### src/rtl/core/crte_pkg.sv
`default_nettype none
// ----------------------------------------------------------------------------
// crte_pkg
// Shared types, constants and helper functions of the cartridge ROM transfer
// engine.
// ----------------------------------------------------------------------------
package crte_pkg;

  localparam int ADDR_BITS   = 29;
  localparam int OFFSET_W    = 12;
  localparam int COUNT_W     = 15;
  localparam int ROM_SIZE_W  = 30;
  localparam int CHIP_ID_W   = 32;
  localparam int CMD_W       = 64;
  localparam int CODE_W      = 3;
  localparam int CFG_DATA_W  = 32;
  localparam int CFG_INDEX_W = 2;

  localparam int IN_DATA_W   = ((CMD_W + CODE_W + 7) / 8) * 8;
  localparam int IN_PAD_W    = IN_DATA_W - CMD_W - CODE_W;
  localparam int OUT_FIELD_W = ADDR_BITS + 12;
  localparam int OUT_DATA_W  = ((OUT_FIELD_W + 7) / 8) * 8;
  localparam int OUT_PAD_W   = OUT_DATA_W - OUT_FIELD_W;

  localparam logic [7:0]  CMD_READ_DATA = 8'hb7;
  localparam logic [7:0]  CMD_READ_ID   = 8'hb8;
  localparam logic [31:0] PAGE_MASK     = 32'hfffff000;
  localparam logic [ADDR_BITS-1:0] BASE_LIFT = ADDR_BITS'(32'h8000);
  localparam logic [7:0]  FILL_BYTE     = 8'hff;
  localparam logic [ROM_SIZE_W-1:0] ROM_SIZE_RST = ROM_SIZE_W'(65536);

  localparam logic [CFG_INDEX_W-1:0] REG_CARD_PRESENT = 2'd0;
  localparam logic [CFG_INDEX_W-1:0] REG_ROM_SIZE     = 2'd1;
  localparam logic [CFG_INDEX_W-1:0] REG_CHIP_ID      = 2'd2;
  localparam logic [CFG_INDEX_W-1:0] REG_IRQ_ENABLE   = 2'd3;

  typedef enum logic [1:0] {
    MODE_IDLE = 2'd0,
    MODE_DATA = 2'd1,
    MODE_ID   = 2'd2
  } card_mode_t;

  typedef struct packed {
    logic                  card_present;
    logic [ROM_SIZE_W-1:0] rom_size;
    logic [CHIP_ID_W-1:0]  chip_id;
    logic                  irq_enable;
  } cfg_t;

  typedef struct packed {
    card_mode_t            mode;
    logic [OFFSET_W-1:0]   read_offset;
    logic [ADDR_BITS-1:0]  block_base;
    logic [COUNT_W-1:0]    bytes_left;
    logic                  ready;
    logic                  pending;
  } state_t;

  typedef struct packed {
    logic                 rom_fetch;
    logic [ADDR_BITS-1:0] rom_addr;
    logic [7:0]           fixed_byte;
    logic                 busy_res;
    logic                 data_ready;
    logic                 transfer_done;
    logic                 irq;
  } result_t;

  // Transfer length in bytes for a block-size code.
  function automatic logic [COUNT_W-1:0] block_len(input logic [CODE_W-1:0] code);
    logic [COUNT_W-1:0] len;
    len = '0;
    case (code)
      3'd0:    len = '0;
      3'd7:    len = COUNT_W'(4);
      default: len = COUNT_W'(512) << (code - 3'd1);
    endcase
    return len;
  endfunction

  // Card size minus one: rom_size rounded up to a power of two, capped.
  function automatic logic [ADDR_BITS-1:0] card_mask(input logic [ROM_SIZE_W-1:0] size);
    logic [ROM_SIZE_W-1:0] v;
    logic [ADDR_BITS-1:0]  m;
    v = size - ROM_SIZE_W'(1);
    v = v | (v >> 1);
    v = v | (v >> 2);
    v = v | (v >> 4);
    v = v | (v >> 8);
    v = v | (v >> 16);
    if (size <= ROM_SIZE_W'(1)) begin
      m = '0;
    end else if (ADDR_BITS >= ROM_SIZE_W) begin
      m = ADDR_BITS'(v);
    end else begin
      m = ADDR_BITS'(v & ROM_SIZE_W'({ADDR_BITS{1'b1}}));
    end
    return m;
  endfunction

endpackage
`default_nettype wire

### src/rtl/core/crte_step.sv
`default_nettype none
// ----------------------------------------------------------------------------
// crte_step
// Next-state and result logic for one item: start decode, address window,
// ID byte select and byte countdown.
// ----------------------------------------------------------------------------
module crte_step (
  input  wire crte_pkg::cfg_t                     cfg,
  input  wire crte_pkg::state_t                   cur,
  input  wire logic                               action,
  input  wire logic [crte_pkg::CMD_W-1:0]         card_command,
  input  wire logic [crte_pkg::CODE_W-1:0]        block_size,
  output crte_pkg::state_t                        nxt,
  output crte_pkg::result_t                       res
);

  logic [crte_pkg::ADDR_BITS-1:0]  mask;
  logic [crte_pkg::COUNT_W-1:0]    len;
  logic [7:0]                      top;
  logic [31:0]                     mid;
  logic [crte_pkg::ADDR_BITS-1:0]  base_m;
  logic [crte_pkg::ADDR_BITS-1:0]  addr;
  logic [crte_pkg::COUNT_W-1:0]    left_dec;
  logic [7:0]                      id_byte;

  always_comb begin
    mask     = crte_pkg::card_mask(cfg.rom_size);
    len      = crte_pkg::block_len(block_size);
    top      = card_command[63:56];
    mid      = card_command[55:24];
    base_m   = crte_pkg::ADDR_BITS'(mid & crte_pkg::PAGE_MASK) & mask;
    addr     = (cur.block_base + crte_pkg::ADDR_BITS'(cur.read_offset)) & mask;
    left_dec = cur.bytes_left - crte_pkg::COUNT_W'(1);
    case (cur.read_offset[1:0])
      2'd0:    id_byte = cfg.chip_id[7:0];
      2'd1:    id_byte = cfg.chip_id[15:8];
      2'd2:    id_byte = cfg.chip_id[23:16];
      default: id_byte = cfg.chip_id[31:24];
    endcase

    nxt               = cur;
    res.rom_fetch     = 1'b0;
    res.rom_addr      = '0;
    res.fixed_byte    = '0;
    res.transfer_done = 1'b0;
    res.irq           = 1'b0;

    if (!action) begin
      nxt.bytes_left = len;
      nxt.pending    = (len != '0);
      if (len != '0) begin
        nxt.ready = 1'b1;
      end
      if (cfg.card_present) begin
        if (top == crte_pkg::CMD_READ_DATA) begin
          nxt.mode        = crte_pkg::MODE_DATA;
          nxt.read_offset = mid[crte_pkg::OFFSET_W-1:0];
          if (base_m < crte_pkg::BASE_LIFT) begin
            nxt.block_base = base_m + crte_pkg::BASE_LIFT;
          end else begin
            nxt.block_base = base_m;
          end
        end else if (top == crte_pkg::CMD_READ_ID) begin
          nxt.mode        = crte_pkg::MODE_ID;
          nxt.read_offset = '0;
        end
      end
    end else begin
      res.fixed_byte = crte_pkg::FILL_BYTE;
      if (cur.bytes_left != '0) begin
        if (cfg.card_present) begin
          if (cur.mode == crte_pkg::MODE_DATA) begin
            nxt.read_offset = cur.read_offset + crte_pkg::OFFSET_W'(1);
            if (33'(addr) < 33'(cfg.rom_size)) begin
              res.rom_fetch  = 1'b1;
              res.rom_addr   = addr;
              res.fixed_byte = '0;
            end
          end else if (cur.mode == crte_pkg::MODE_ID) begin
            res.fixed_byte  = id_byte;
            nxt.read_offset = {{(crte_pkg::OFFSET_W-2){1'b0}},
                               cur.read_offset[1:0] + 2'd1};
          end
        end
        nxt.bytes_left = left_dec;
        if (left_dec == '0) begin
          nxt.ready         = 1'b0;
          nxt.pending       = 1'b0;
          res.transfer_done = 1'b1;
          res.irq           = cfg.irq_enable;
        end
      end
    end

    res.busy_res   = nxt.pending;
    res.data_ready = nxt.ready;
  end

endmodule
`default_nettype wire

### src/rtl/core/card_rom_transfer_engine.sv
// Each accepted item's result is registered, then shown on out_tdata.
// Throughput: one item per cycle while in_tready is high; the step logic
// is combinational, state_r updates per accepted item. A two-entry output
// buffer drops in_tready only once two results wait on a stalled output.
// Reset: synchronous, active-low rst_n clears the transfer state, the output
// buffer and sets the registers to card absent, 64 KiB image, ID 0, no IRQ.
`default_nettype none
// ----------------------------------------------------------------------------
// card_rom_transfer_engine
// Cartridge ROM transfer engine: start items load a card command, read items
// yield one byte each as a ROM fetch address or a fixed byte.
// ----------------------------------------------------------------------------
module card_rom_transfer_engine (
  input  wire logic                                 clk,
  input  wire logic                                 rst_n,
  input  wire logic                                 cfg_we,
  input  wire logic [crte_pkg::CFG_INDEX_W-1:0]     cfg_index,
  input  wire logic [crte_pkg::CFG_DATA_W-1:0]      cfg_wdata,
  input  wire logic                                 in_tvalid,
  output logic                                      in_tready,
  // card_command [63:0], block_size [66:64], zero fill above.
  input  wire logic [crte_pkg::IN_DATA_W-1:0]       in_tdata,
  // action [0].
  input  wire logic                                 in_tuser,
  output logic                                      out_tvalid,
  input  wire logic                                 out_tready,
  // rom_addr [28:0], fixed_byte [36:29], busy_res [37], data_ready [38],
  // transfer_done [39], irq [40], zero fill above.
  output logic [crte_pkg::OUT_DATA_W-1:0]           out_tdata,
  // rom_fetch [0].
  output logic                                      out_tuser
);

  crte_pkg::cfg_t    cfg_r;
  crte_pkg::state_t  state_r;
  crte_pkg::state_t  state_nxt;
  crte_pkg::result_t step_res;
  crte_pkg::result_t out_r;
  crte_pkg::result_t skid_r;
  logic              out_valid_r;
  logic              skid_valid_r;
  logic              in_acc;
  logic              out_pop;

  crte_step u_step (
    .cfg          (cfg_r),
    .cur          (state_r),
    .action       (in_tuser),
    .card_command (in_tdata[crte_pkg::CMD_W-1:0]),
    .block_size   (in_tdata[crte_pkg::CMD_W +: crte_pkg::CODE_W]),
    .nxt          (state_nxt),
    .res          (step_res)
  );

  assign in_tready  = !skid_valid_r;
  assign in_acc     = in_tvalid && in_tready;
  assign out_pop    = out_valid_r && out_tready;
  assign out_tvalid = out_valid_r;
  assign out_tuser  = out_r.rom_fetch;
  assign out_tdata  = {{crte_pkg::OUT_PAD_W{1'b0}}, out_r.irq, out_r.transfer_done,
                       out_r.data_ready, out_r.busy_res, out_r.fixed_byte,
                       out_r.rom_addr};

  always_ff @(posedge clk) begin
    if (!rst_n) begin
      cfg_r.card_present <= 1'b0;
      cfg_r.rom_size     <= crte_pkg::ROM_SIZE_RST;
      cfg_r.chip_id      <= '0;
      cfg_r.irq_enable   <= 1'b0;
    end else if (cfg_we) begin
      unique case (cfg_index)
        crte_pkg::REG_CARD_PRESENT: cfg_r.card_present <= cfg_wdata[0];
        crte_pkg::REG_ROM_SIZE:
          cfg_r.rom_size <= cfg_wdata[crte_pkg::ROM_SIZE_W-1:0];
        crte_pkg::REG_CHIP_ID:      cfg_r.chip_id <= cfg_wdata;
        crte_pkg::REG_IRQ_ENABLE:   cfg_r.irq_enable <= cfg_wdata[0];
        default: ;
      endcase
    end
  end

  always_ff @(posedge clk) begin
    if (!rst_n) begin
      state_r.mode        <= crte_pkg::MODE_IDLE;
      state_r.read_offset <= '0;
      state_r.block_base  <= '0;
      state_r.bytes_left  <= '0;
      state_r.ready       <= 1'b0;
      state_r.pending     <= 1'b0;
    end else if (in_acc) begin
      state_r <= state_nxt;
    end
  end

  always_ff @(posedge clk) begin
    if (!rst_n) begin
      out_valid_r  <= 1'b0;
      skid_valid_r <= 1'b0;
    end else if (skid_valid_r) begin
      if (out_pop) begin
        out_r        <= skid_r;
        skid_valid_r <= 1'b0;
      end
    end else if (in_acc) begin
      if (!out_valid_r || out_pop) begin
        out_r       <= step_res;
        out_valid_r <= 1'b1;
      end else begin
        skid_r       <= step_res;
        skid_valid_r <= 1'b1;
      end
    end else if (out_pop) begin
      out_valid_r <= 1'b0;
    end
  end

`ifndef ASSERT_OFF
  a_skid_behind_out: assert property (@(posedge clk) disable iff (!rst_n)
    skid_valid_r |-> out_valid_r)
    else $error("skid entry held while output register is empty");

  a_pending_count: assert property (@(posedge clk) disable iff (!rst_n)
    state_r.pending == (state_r.bytes_left != '0))
    else $error("pending flag disagrees with remaining byte count");

  a_done_not_busy: assert property (@(posedge clk) disable iff (!rst_n)
    (out_valid_r && out_r.transfer_done) |-> (!out_r.busy_res && !out_r.data_ready))
    else $error("finished transfer still reports busy or ready");

  a_fetch_no_byte: assert property (@(posedge clk) disable iff (!rst_n)
    (out_valid_r && out_r.rom_fetch) |-> (out_r.fixed_byte == '0))
    else $error("ROM fetch item carries a fixed byte");
`endif

endmodule
`default_nettype wire

### config.mk
export PLATFORM = sky130hd
export DESIGN_NAME = card_rom_transfer_engine
export DESIGN_NICKNAME = d
export VERILOG_FILES = /design/src/rtl/core/crte_pkg.sv /design/src/rtl/core/crte_step.sv /design/src/rtl/core/card_rom_transfer_engine.sv
export SDC_FILE = /design/constraint.sdc
export NUM_CORES = 1
export LEC_CHECK = 0
export BUFFER_PORTS_ARGS = -buffer_cell sky130_fd_sc_hd__buf_2
export CAP_MARGIN = 20
export CORE_ASPECT_RATIO = 1.1
export CORE_MARGIN = 8
export CORE_UTILIZATION = 30
export CTS_CLUSTER_DIAMETER = 100
export DETAILED_ROUTE_END_ITERATION = 12
export SLEW_MARGIN = 10
export SYNTH_ARGS = -nofsm -noshare
export SYNTH_HDL_FRONTEND = slang
export SYNTH_HIERARCHICAL = 1
export SYNTH_SLANG_ARGS = --single-unit
### constraint.sdc
create_clock -name clk -period 6 [get_ports clk]
set_input_delay 0.6 -clock clk [delete_from_list [all_inputs] [get_ports clk]]
set_output_delay 0.6 -clock clk [all_outputs]
set_load 0.02 [all_outputs]
==> impl_metrics.json <==
{
  "vias_per_cell": 5.15,
  "synth_flop_cell": "dfxtp_1",
  "ys_warn_count": 6,
  "htree_levels": 1,
  "r2r_cells": 23,
  "core-area_mm2": 0.0432,
  "gp_congestion": 0.944,
  "setup_slack_ns": 0.189,
  "place_area_mm2": 0.0147,
  "first_pass_iters": 6,
  "yosysSeqAreaShare_pct": 38.6,
  "fmax_mhz": 172,
  "vias": 11600,
  "drt_wl_total_um": 40600,
  "final_cells": 2255,
  "maxSlewViolCount": 0,
  "io_pins": 163,
  "min_to": "cfg_r[32]$_SDFFE_PN0P_",
  "rsz0062_at_grt": "false",
  "clk_pin_slew_ns": 0.07,
  "numCtsBuffers": 24,
  "clk_latency_ns": 0.54,
  "crit_type": "reg -> reg",
  "netlist_instances": 1499,
  "dp_hpwl_um": 30700,
  "vdd_ir_drop_max_uv": 174,
  "drtIter0Drc": 731,
  "hold_depth": 3,
  "overflow": 0,
  "arrival_ns": 6.21,
  "setup_viol": 0,
  "drcViolationCount": 0,
  "rows": 80,
  "grt_antenna_before_repair": 7,
  "start_util_pct": 30.2,
  "min_period_ns": 5.81,
  "cts_setup_buffers": 0,
  "power_density_mw_per_mm2": 278,
  "design_area_mm2": 0.0156,
  "synth_cell_type_count": 86,
  "cp_max_fo": 16,
  "root_buffer": "clkbuf_16",
  "status": "finished, final reports clean",
  "drive_gt1_share_pct": 23.2,
  "ant_nets": 0,
  "grt_start_max_net_pins": 71,
  "relSlewSlack_pct": 42.4,
  "finalCritPeriodShare_pct": 96.8,
  "maxCapViolations": 0,
  "grt_pass1_vias": 11300,
  "clock_skew_ns": 0.0177,
  "r2r-end": "out_tdata[21]$_DFFE_PP_",
  "timing.rr.start": "cfg_r[44]$_SDFFE_PN0P_",
  "whs_ns": 0.321,
  "required_ns": 6.40,
  "io_buffers": 123,
  "die_h_um": 235,
  "nets": 1825,
  "wl_per_cell_um": 18.0,
  "postSynthAreaPerCell_um2": 8.72,
  "async_flop_share_pct": 0,
  "ys_seq_elements": 210,
  "p_leak_nw": 6.18,
  "worst_pin_slew_ns": 0.862,
  "cts_tree": "yes",
  "rrSetupSlack_ns": 0.19,
  "clock_sinks": 210,
  "pre_cts_slack_ns": -0.0602,
  "hold_viol": 0,
  "syn_to_final_growth_pct": 19.5,
  "clk_path_buf_depth": 3,
  "ctsHoldBuffers": 0,
  "cp-end-kind": "flop",
  "hold_path.startpoint": "cfg_wdata[31]",
  "grtUsageTotal_pct": 15.6,
  "synth-edff-count": 84,
  "dieArea_mm2": 0.0505,
  "critPathLaunchType": "flop",
  "holdCritPathClass": "in -> reg",
  "fp.dieW_um": 215,
  "grt_pass1_wl_um": 64100,
  "syn_area_mm2": 0.0131,
  "dp_cells": 2209
}
synth_stat cells (15+ instances only):
cell / count / share of area, %
a21boi_1: 58 / 3.3
a21o_1: 24 / 1.4
a21oi_1: 45 / 1.7
a31oi_1: 16 / 0.77
and2_1: 29 / 1.4
buf_2: 23 / 0.88
buf_4: 28 / 1.6
clkbuf_1: 34 / 0.98
dfxtp_1: 126 / 19
edfxtp_1: 84 / 19
ha_1: 51 / 4.9
inv_1: 49 / 1.4
mux2_2: 44 / 3.8
mux2i_1: 15 / 1.1
nand2_1: 244 / 7.0
nand3_1: 101 / 3.9
nand4_1: 23 / 1.1
nor2_1: 68 / 2.0
nor3_1: 46 / 1.8
nor4_1: 18 / 0.86
o21ai_0: 108 / 4.1
xnor2_1: 34 / 2.3
xor2_1: 20 / 1.3
power by group:
part           total, W  switching [W]  internal, W  leakage, nW
combinational   0.00123       0.000713     0.000514         3.98
sequential      0.00164      0.0000815      0.00156         1.82
clock           0.00148       0.000640     0.000843        0.384
total           0.00435        0.00143      0.00291         6.18
state kept, by name (all words and copies together) (netlist names):
signal and flops:
skid_r 42, out_tdata 41, out_tuser 1, skid_valid_r 1, cfg_r 64, out_tvalid 1
state_r 60
what timing repair did:
action,4_1_cts,5_1_grt
setup endpoints to repair,5,56
resized for setup,1,12
pin swaps,0,1
routing by layer:
| layer | routed length (um) | global-route usage, % |
|---|---|---|
| met1 | 18000 | 20.1 |
| met2 | 18900 | 25.5 |
| met3 | 2260 | 2.90 |
| met4 | 1370 | 5.80 |
| met5 | 52 | 0 |
final cells by class:
class	instances	area (um^2)
diodes	2	5.00
clock buffers	26	651
clock inverters	18	159
fillers	4473	27600
inverters	51	191
multi-input cells	1150	7440
flip-flops and latches	210	5050
well taps	574	718
repair buffers	224	1410
worst max path at each step:
stage | startpoint | end | cells after the start
6_report | cfg_r[44]$_SDFFE_PN0P_ | out_tdata[21]$_DFFE_PP_ | 23
5_1_grt | cfg_r[45]$_SDFFE_PN0P_ | out_tdata[3]$_DFFE_PP_ | 26
3_5_place_dp | cfg_r[34]$_SDFFE_PN0P_ | out_tdata[26]$_DFFE_PP_ | 24
4_1_cts | cfg_r[49]$_SDFFE_PN1P_ | out_tdata[26]$_DFFE_PP_ | 24
2_1_floorplan | cfg_r[34]$_SDFFE_PN0P_ | out_tdata[17]$_DFFE_PP_ | 22
3_3_place_gp | cfg_r[34]$_SDFFE_PN0P_ | out_tdata[26]$_DFFE_PP_ | 24
metrics by stage:
stage	setup TNS, ns	util [%]	total power (W)
3_5_place_dp	-0.0649	34.1	0.00288
4_1_cts	0	36.0	0.00440
5_1_grt	0	36.1	0.00461
6_report	0	36.1	0.00435
3_3_place_gp	-0.0748	34.1	0.00287
2_1_floorplan	0	-	0.00257
worst max-delay path: stages, from the launching register on:
cell      delay [ns]
dfxtp_1         0.33
buf_4           0.16
or3_1           0.45
nor2_1          0.46
nand3_1         0.17
xnor2_1         0.18
or4b_1          0.52
or4_4           0.45
nor3b_2         0.18
buf_4           0.14
nand2_1         0.11
nor3_2          0.22
nor3_1          0.06
ha_1            0.32
a21o_1          0.17
a21o_1          0.18
a21oi_2         0.16
nand3_1         0.13
nor4b_2         0.23
o211ai_1        0.13
a21bo_2         0.26
buf_12          0.17
nor4_2          0.26
mux2_2          0.22
kinds of logic after synthesis:
family	share of synthesized area [%]
adders and majority gates	5.03
DFF	38.6
xor gates and xnor gates	3.62
other	0.0287
and+or+nand+nor	25.4
buffers and inverters	5.54
muxes	4.94
AOI/OAI and AO/OA	16.8
layout by cell type, fill, tap and decap left out, types with 11 or more instances in the layout:
master and n:
a21o_1 24, and2_1 29, buf_2 122, a31oi_1 16, or4_1 13, nor2_1 67, nand3_2 11, nand4_1 23
xnor2_1 34, edfxtp_1 84, nor3_2 13, nand3_1 101, buf_4 99, nor3_1 42, dfxtp_1 125, nor4_1 15
nand2_1 244, a21boi_1 58, a21oi_1 43, mux2_2 44, xor2_1 20, o21ai_0 108, inv_1 49, ha_1 51
and3_1 13, clkbuf_16 26, mux2i_1 15
No activity file was read; power rests on OpenSTA's default activity.
